[src/rtl/bbcw_pkg.sv]
// Shared types and constants of the clipped-window box blur.
package bbcw_pkg;

    localparam int DEF_MAX_WIDTH  = 1024;
    localparam int DEF_MAX_RADIUS = 3;
    localparam int MAX_HEIGHT     = 4096;
    localparam int PIX_W          = 8;

    localparam int CFG_ADDR_W   = 2;
    localparam int CFG_DATA_W   = 13;
    localparam int CFG_WIDTH_W  = 11;
    localparam int CFG_HEIGHT_W = 13;
    localparam int CFG_WIN_W    = 3;

    localparam logic [CFG_ADDR_W-1:0] CFG_IMAGE_WIDTH  = 2'd0;
    localparam logic [CFG_ADDR_W-1:0] CFG_IMAGE_HEIGHT = 2'd1;
    localparam logic [CFG_ADDR_W-1:0] CFG_WINDOW_SIZE  = 2'd2;

    localparam logic [CFG_WIDTH_W-1:0]  RST_IMAGE_WIDTH  = 11'd640;
    localparam logic [CFG_HEIGHT_W-1:0] RST_IMAGE_HEIGHT = 13'd480;
    localparam logic [CFG_WIN_W-1:0]    RST_WINDOW_SIZE  = 3'd3;

    localparam logic CMD_PIXEL = 1'b0;
    localparam logic CMD_DRAIN = 1'b1;

    typedef struct packed {
        logic             cmd;
        logic [PIX_W-1:0] in_blue;
        logic [PIX_W-1:0] in_green;
        logic [PIX_W-1:0] in_red;
    } in_item_t;

    typedef struct packed {
        logic [PIX_W-1:0] out_blue;
        logic [PIX_W-1:0] out_green;
        logic [PIX_W-1:0] out_red;
        logic             frame_end;
    } out_item_t;

    typedef struct packed {
        logic [PIX_W-1:0] red;
        logic [PIX_W-1:0] green;
        logic [PIX_W-1:0] blue;
    } pixel_t;

    typedef struct packed {
        logic pixel_write;
        logic win_start;
        logic win_step;
        logic div_start;
        logic out_load;
    } ctl_cmd_t;

    typedef struct packed {
        logic input_complete;
        logic emit_due;
        logic win_last;
        logic div_done;
    } ctl_stat_t;

endpackage

[src/rtl/bbcw_ctrl.sv]
// Sequencer of the box blur: item handshakes, window sweep, divide, output.
module bbcw_ctrl import bbcw_pkg::*; (
    input  logic      aclk,
    input  logic      aresetn,
    input  logic      s_valid,
    output logic      s_ready,
    input  logic      s_cmd,
    output logic      m_valid,
    input  logic      m_ready,
    input  ctl_stat_t stat,
    output ctl_cmd_t  cmd
);
    typedef enum logic [2:0] {
        ST_IDLE, ST_WIN, ST_WAIT, ST_DSTART, ST_DIV, ST_EMIT
    } state_t;

    state_t state_reg, state_next;
    logic   out_valid_reg, out_valid_next;
    logic   accept;
    logic   out_free;

    assign s_ready  = (state_reg == ST_IDLE);
    assign m_valid  = out_valid_reg;
    assign accept   = s_valid && s_ready;
    // output register can take a new item this cycle
    assign out_free = !out_valid_reg || m_ready;

    always_comb begin
        state_next     = state_reg;
        out_valid_next = out_valid_reg && !m_ready;
        cmd            = '0;
        unique case (state_reg)
            ST_IDLE: begin
                if (accept) begin
                    if (s_cmd == CMD_DRAIN) begin
                        if (stat.input_complete) begin
                            cmd.win_start = 1'b1;
                            state_next    = ST_WIN;
                        end
                    end else if (!stat.input_complete) begin
                        cmd.pixel_write = 1'b1;
                        if (stat.emit_due) begin
                            cmd.win_start = 1'b1;
                            state_next    = ST_WIN;
                        end
                    end
                end
            end
            ST_WIN: begin
                cmd.win_step = 1'b1;
                if (stat.win_last) state_next = ST_WAIT;
            end
            ST_WAIT:   state_next = ST_DSTART;
            ST_DSTART: begin
                cmd.div_start = 1'b1;
                state_next    = ST_DIV;
            end
            ST_DIV: begin
                if (stat.div_done) state_next = ST_EMIT;
            end
            ST_EMIT: begin
                if (out_free) begin
                    cmd.out_load   = 1'b1;
                    out_valid_next = 1'b1;
                    state_next     = ST_IDLE;
                end
            end
            default: state_next = ST_IDLE;
        endcase
    end

    always_ff @(posedge aclk) begin
        if (!aresetn) begin
            state_reg     <= ST_IDLE;
            out_valid_reg <= 1'b0;
        end else begin
            state_reg     <= state_next;
            out_valid_reg <= out_valid_next;
        end
    end

endmodule

[config.mk]
export PLATFORM = sky130hd
export DESIGN_NAME = bbcw_ctrl
export DESIGN_NICKNAME = d
export VERILOG_FILES = /design/src/rtl/bbcw_pkg.sv /design/src/rtl/bbcw_ctrl.sv
export SDC_FILE = /design/constraint.sdc
export NUM_CORES = 1
export LEC_CHECK = 0
export ABC_AREA = 1
export BUFFER_PORTS_ARGS = -buffer_cell sky130_fd_sc_hd__buf_4
export CAP_MARGIN = 20
export CORE_AREA = 2 2 39 41
export CTS_CLUSTER_DIAMETER = 40
export DETAILED_ROUTE_END_ITERATION = 8
export DIE_AREA = 0 0 41 43
export GPL_ROUTABILITY_DRIVEN = 0
export PLACE_DENSITY = 0.57
export SKIP_LAST_GASP = 1
export SYNTH_ARGS = -nofsm -noshare
export SYNTH_HDL_FRONTEND = slang
export SYNTH_SLANG_ARGS = --single-unit
[constraint.sdc]
create_clock -name aclk -period 1.24 [get_ports aclk]
set_clock_uncertainty 0.05 [all_clocks]
set_input_delay 0.186 -clock aclk [delete_from_list [all_inputs] [get_ports aclk]]
set_output_delay 0.186 -clock aclk [all_outputs]
set_load 0.02 [all_outputs]
==> results of run 1 <==
metrics by stage:
step	instances	setup TNS, ns	cell area [um^2]	worst slack (ns)	hold WS, ns
3_3_place_gp	85	0	452	0.0692	0.364
2_1_floorplan	55	0	327	0.0634	0.257
3_5_place_dp	85	0	452	0.0775	0.377
4_1_cts	89	-0.103	502	-0.0390	0.137
5_1_grt	89	-0.399	517	-0.0932	0.139
6_report	89	-0.0799	517	-0.0324	0.136
layout make-up:
type / count / area, um^2 / area share, %
repair buffers: 16 / 120 / 23.2
flip-flops and latches: 4 / 88.8 / 17.2
clock buffers: 3 / 22.5 / 4.36
multi-input cells: 39 / 220 / 42.6
well taps: 16 / 20.0 / 3.87
inverters: 11 / 45.0 / 8.72
power groups by stage:
stage / Clock (mW) / Combinational [mW] / Sequential [mW]
6_report: 0.155 / 0.337 / 0.174
5_1_grt: 0.174 / 0.369 / 0.176
4_1_cts: 0.162 / 0.328 / 0.171
3_5_place_dp: 0 / 0.291 / 0.167
3_3_place_gp: 0 / 0.292 / 0.166
2_1_floorplan: 0 / 0.201 / 0.163
tightest hold or removal path, stage by stage:
cell     delay (ns)
buf_4          0.08
nand2_1        0.04
nor2_1         0.07
kinds of logic after synthesis:
family	Yosys count	synth area share [%]
AO/OA/AOI/OAI	6	10.7
buffers and inverters	12	15.3
flip-flops	4	24.5
AND/OR/NAND/NOR	33	49.4
synth_stat cells:
master	number	share of area, %
nand2_2	1	1.9
o21ai_2	1	2.7
nor2_2	3	5.7
inv_1	7	8.0
o21ai_0	2	3.1
a31oi_1	1	1.9
nor2_1	12	14
dfxtp_1	4	25
clkinv_2	1	1.5
clkinv_1	1	1.1
inv_2	2	2.3
a21oi_1	2	3.1
nand3_1	7	11
nand2_1	7	8.0
nand3_2	3	9.2
buf_4	1	2.3
timing repair:
action	4_1_cts	5_1_grt
buffers inserted	1	0
pin swaps	2	1
setup endpoints to repair	5	8
hold buffers	0	0
resized for setup	7	4
path summary, 6_finish.rpt:
check | start | endpoint | cells past startpoint
min | aresetn | state_reg[0] | 3
max reg2reg | state_reg[0] | state_reg[0] | 8
max | state_reg[0] | cmd[3] | 4
min reg2reg | m_valid | m_valid | 2
layer usage:
| layer | vias to the layer above | routed length [um] | track usage [%] |
|---|---|---|---|
| met3 | 0 | 34 | 3.14 |
| met4 | 0 | 0 | 8.00 |
| met5 | - | 0 | 0 |
| met1 | 156 | 330 | 11.5 |
| met2 | 5 | 398 | 15.0 |
| li1 | 207 | - | - |
==> flow_summary.yaml, run 1 <==
status:
  outcome: "complete, but fails checks"
  failed_checks: "setup timing"
cells_and_area:
  layout-drive-gt1-share_pct: 47.9
  largest_reg_flops: 3
  final_common_cell: "buf_4"
  fillCellCount: 157
  syn2layout_area_growth_pct: 58.2
  antenna_cells: 0
  layout_common_cells: "16 x buf_4, 12 x nor2_1, 7 x nand2_1, 7 x inv_1, 6 x nand3_1"
  nNetsFinal: 84
  fin_util_pct: 37.3
pwr:
  pwr-share-comb_pct: 50.6
  p_leak_nw: 0.264
  p_clk_share_pct: 23.3
  p_switching_uw: 264
  vdd_drop_max_mv: 0.659
  swShare_pct: 39.7
  p_int_uw: 401
  seq_power_share_pct: 26.1
  p_per_area_mw_per_mm2: 1290
  power_uw: 665
worst_setup_path:
  worstPathArrival_ns: 1.04
  cp_top_family: "flip-flops"
  critical_path.slowest_cell: "dfxtp_2"
  critical_path_required_ns: 1.00
  max_stage_delay_ns: 0.34
  crit_type: "flop to output port"
  crit_buf_inv: 1
  r2r_slack_ns: 0.04
  cp_max_fo: 5
  end_kind: "output port"
  crit_chain: "nor2_4 > nand2_4 > a21oi_2 > buf_4"
  startpoint_type: "flop"
detailed_routing:
  dr.pass1.iters: 2
  drt_iter0_markers: 9
  via_per_inst: 4.13
  drc: 0
  wl_per_cell_um: 8.58
  drtAntennaViolNets: 0
  routed-via-count: 368
  routed_wl_um: 764
timing:
  setup_viol: 4
  slew_viol_final: 0
  worstMarginPinSlew_ns: 0.205
  post-route-min-period_ns: 1.27
  grt_setup_unrepaired: "true"
  hold_viol: 0
  max_slew_margin_pct: 86.2
  layout_setup_ws_ns: -0.0324
  min_period_over_period_pct: 103
  timing.fmax_mhz: 786
clocking:
  root_buffer: "clkbuf_4"
  cts_sinks: 4
  clockBufferDepth: 2
  cts_tree: "done"
  cts_buffers: 3
  clk_latency_ns: 0.23
  htree_levels: 1
  cts.clk_slew.worst_paths_ns: 0.03
global_routing:
  grt_usage_pct: 10.2
  grt_start_max_net_pins: 9
  antenna_found_initial: 0
  grt-ovfl-total: 0
  grt_pass1_wl_um: 1210
  grt_pass1_vias: 339
place:
  dp_hpwl_um: 593
  io_buffers: 15
yosys:
  ys.warnings.count: 0
  yosysSeqAreaShare_pct: 24.5
  ys_ff_latch: 4
  syn_area_per_cell_um2: 5.94
  synth_cell_types: 16
  syn-num-nets: 64
  synth.cell_area_um2: 327
  syn_inst: 55
die:
  ioPinCount: 16
  die_w_um: 41
  die-area_mm2: 0.00176
  die_h_um: 43
  num_rows: 14
  core_area_mm2: 0.00138
  initial_core_util_pct: 23.6
worst_hold_path:
  hold_path.class: "primary input to flop"
run:
  drv_cap: 0
No activity file was read; power rests on OpenSTA's default activity.
==> run 2: changes to the inputs <==
--- a/config.mk
+++ b/config.mk
@@ -8,10 +8,10 @@
 export ABC_AREA = 1
 export BUFFER_PORTS_ARGS = -buffer_cell sky130_fd_sc_hd__buf_4
 export CAP_MARGIN = 20
-export CORE_AREA = 2 2 39 41
+export CORE_AREA = 4 4 41 43
 export CTS_CLUSTER_DIAMETER = 40
 export DETAILED_ROUTE_END_ITERATION = 8
-export DIE_AREA = 0 0 41 43
+export DIE_AREA = 0 0 45 47
 export GPL_ROUTABILITY_DRIVEN = 0
 export PLACE_DENSITY = 0.57
 export SKIP_LAST_GASP = 1
==> run 2 against run 1 <==
Effect of this change:
- the run still ends with setup timing left
- die area grew 20%
- critical path depth stayed put
- first-iteration DRC count is the same
- wire length is 22% higher
- register-to-register slack about the same
==> flow_summary.yaml, run 2 (synthesis results as in run 1) <==
worst_hold_path:
  hold_path.class: "primary input to flop"
cells_and_area:
  final_common_cell: "buf_4"
  layout_common_cells: "17 x buf_4, 12 x nor2_1, 7 x nand2_1, 7 x inv_1, 6 x nand3_1"
  layout-drive-gt1-share_pct: 49.3
  seq_area_um2: 88.8
  syn2layout_area_growth_pct: 62.1
  multi_input_area_um2: 215
  fin_util_pct: 40.7
  largest_reg_flops: 3
  antenna_cells: 0
  fillCellCount: 152
  nNetsFinal: 86
detailed_routing:
  drtAntennaViolNets: 0
  drt_iter0_markers: 9
  wl_met2_um: 535
  drc: 0
  met3_length_um: 20
  routed_wl_um: 935
  routed-via-count: 396
  maxUsedRoutingLayer: "met4"
  via_per_inst: 4.40
  wl_per_cell_um: 10.4
  wl_met1_um: 363
  dr.pass1.iters: 4
timing:
  timing.fmax_mhz: 763
  post-route-min-period_ns: 1.31
  worstMarginPinSlew_ns: 0.276
  slew_viol_final: 0
  timing.hold.ws_ns: 0.138
  grt_setup_unrepaired: "true"
  min_period_over_period_pct: 106
  hold_viol: 0
  layout_setup_ws_ns: -0.0712
  setup_viol: 4
  max_slew_margin_pct: 81.4
clocking:
  cts_sinks: 4
  htree_levels: 1
  root_buffer: "clkbuf_4"
  clockBufferDepth: 2
  cts_tree: "done"
  clk_latency_ns: 0.24
  cts.clk_slew.worst_paths_ns: 0.04
  cts_buffers: 3
  postCtsHoldBufs: 0
worst_setup_path:
  crit_chain: "nor2_4 > nand2_4 > a21oi_2 > buf_6"
  worstPathArrival_ns: 1.08
  crit_buf_inv: 1
  startpoint_type: "flop"
  cp_top_family: "flip-flops"
  crit_type: "flop to output port"
  critical_path.slowest_cell: "dfxtp_2"
  end_kind: "output port"
  critical_path_required_ns: 1.00
  max_stage_delay_ns: 0.34
  cp_max_fo: 4
die:
  core_area_mm2: 0.00130
  initial_core_util_pct: 25.1
  die-area_mm2: 0.00212
  ioPinCount: 16
  die_h_um: 47
  die_w_um: 45
  num_rows: 13
status:
  failed_checks: "setup timing"
  outcome: "complete, but fails checks"
pwr:
  p_clk_share_pct: 23.3
  p_switching_uw: 284
  vdd_drop_max_mv: 0.767
  p_leak_nw: 0.269
  p_int_uw: 419
  p_per_area_mw_per_mm2: 1330
  pwr-share-comb_pct: 51.1
  seq_power_share_pct: 25.7
  swShare_pct: 40.4
run:
  drv_cap: 0
place:
  dp_hpwl_um: 644
  io_buffers: 15
global_routing:
  grt-ovfl-total: 0
  antenna_found_initial: 0
  grt_usage_pct: 9.96
  grt_start_max_net_pins: 9
  grt_pass1_wl_um: 1510
  grt_pass1_vias: 375
run 2: changes by cell type in the layout (fill, tap and decap cells not counted), sizes merged:
cell  change
buf       +2
run 2: final timing paths:
kind              cells after the start          from  slack [ns]            to
setup reg to reg                      8  state_reg[1]        0.05  state_reg[0]
setup / recovery                      4  state_reg[1]       -0.07        cmd[3]
hold / removal                        3       aresetn        0.14  state_reg[0]
hold reg to reg                       2       m_valid        0.48       m_valid
run 2: metrics by stage:
step	worst slack, ns	power, mW	instances	instance area, um^2	setup TNS (ns)
2_1_floorplan	0.0634	0.365	55	327	0
3_3_place_gp	0.0702	0.459	84	450	0
3_5_place_dp	0.0821	0.459	84	450	0
4_1_cts	-0.0443	0.692	89	514	-0.133
5_1_grt	-0.104	0.752	90	529	-0.539
6_report	-0.0712	0.703	90	529	-0.151
run 2: cell type report:
class | instances | area share (%)
repair buffers | 18 | 26.2
inverters | 11 | 8.51
well taps | 15 | 3.55
multi-input cells | 39 | 40.7
flip-flops and latches | 4 | 16.8
clock buffers | 3 | 4.26
run 2: tightest hold or removal path, delay by kind of cell:
| family | cells | cell delay (ns) |
|---|---|---|
| buffers and inverters | 1 | 0.11 |
| AND/OR/NAND/NOR | 2 | 0.09 |
run 2: power by group through the flow:
stage / combinational, mW / sequential (mW) / clock (mW)
after floorplan: 0.201 / 0.163 / 0
after global placement: 0.291 / 0.168 / 0
after detailed placement: 0.292 / 0.168 / 0
after CTS: 0.348 / 0.175 / 0.169
after global routing: 0.388 / 0.184 / 0.181
final: 0.359 / 0.181 / 0.163
run 2: metal layers:
layer  vias up  GRT usage [%]
li1        212              -
met1       176           10.5
met2         6           18.4
met3         2           1.15
met4         0           7.02
met5         -              0
run 2: repair_timing:
item	4_1_cts	5_1_grt
resized for setup	9	2
endpoints found under the setup margin	6	8
pin swaps	2	2
buffers inserted	2	1
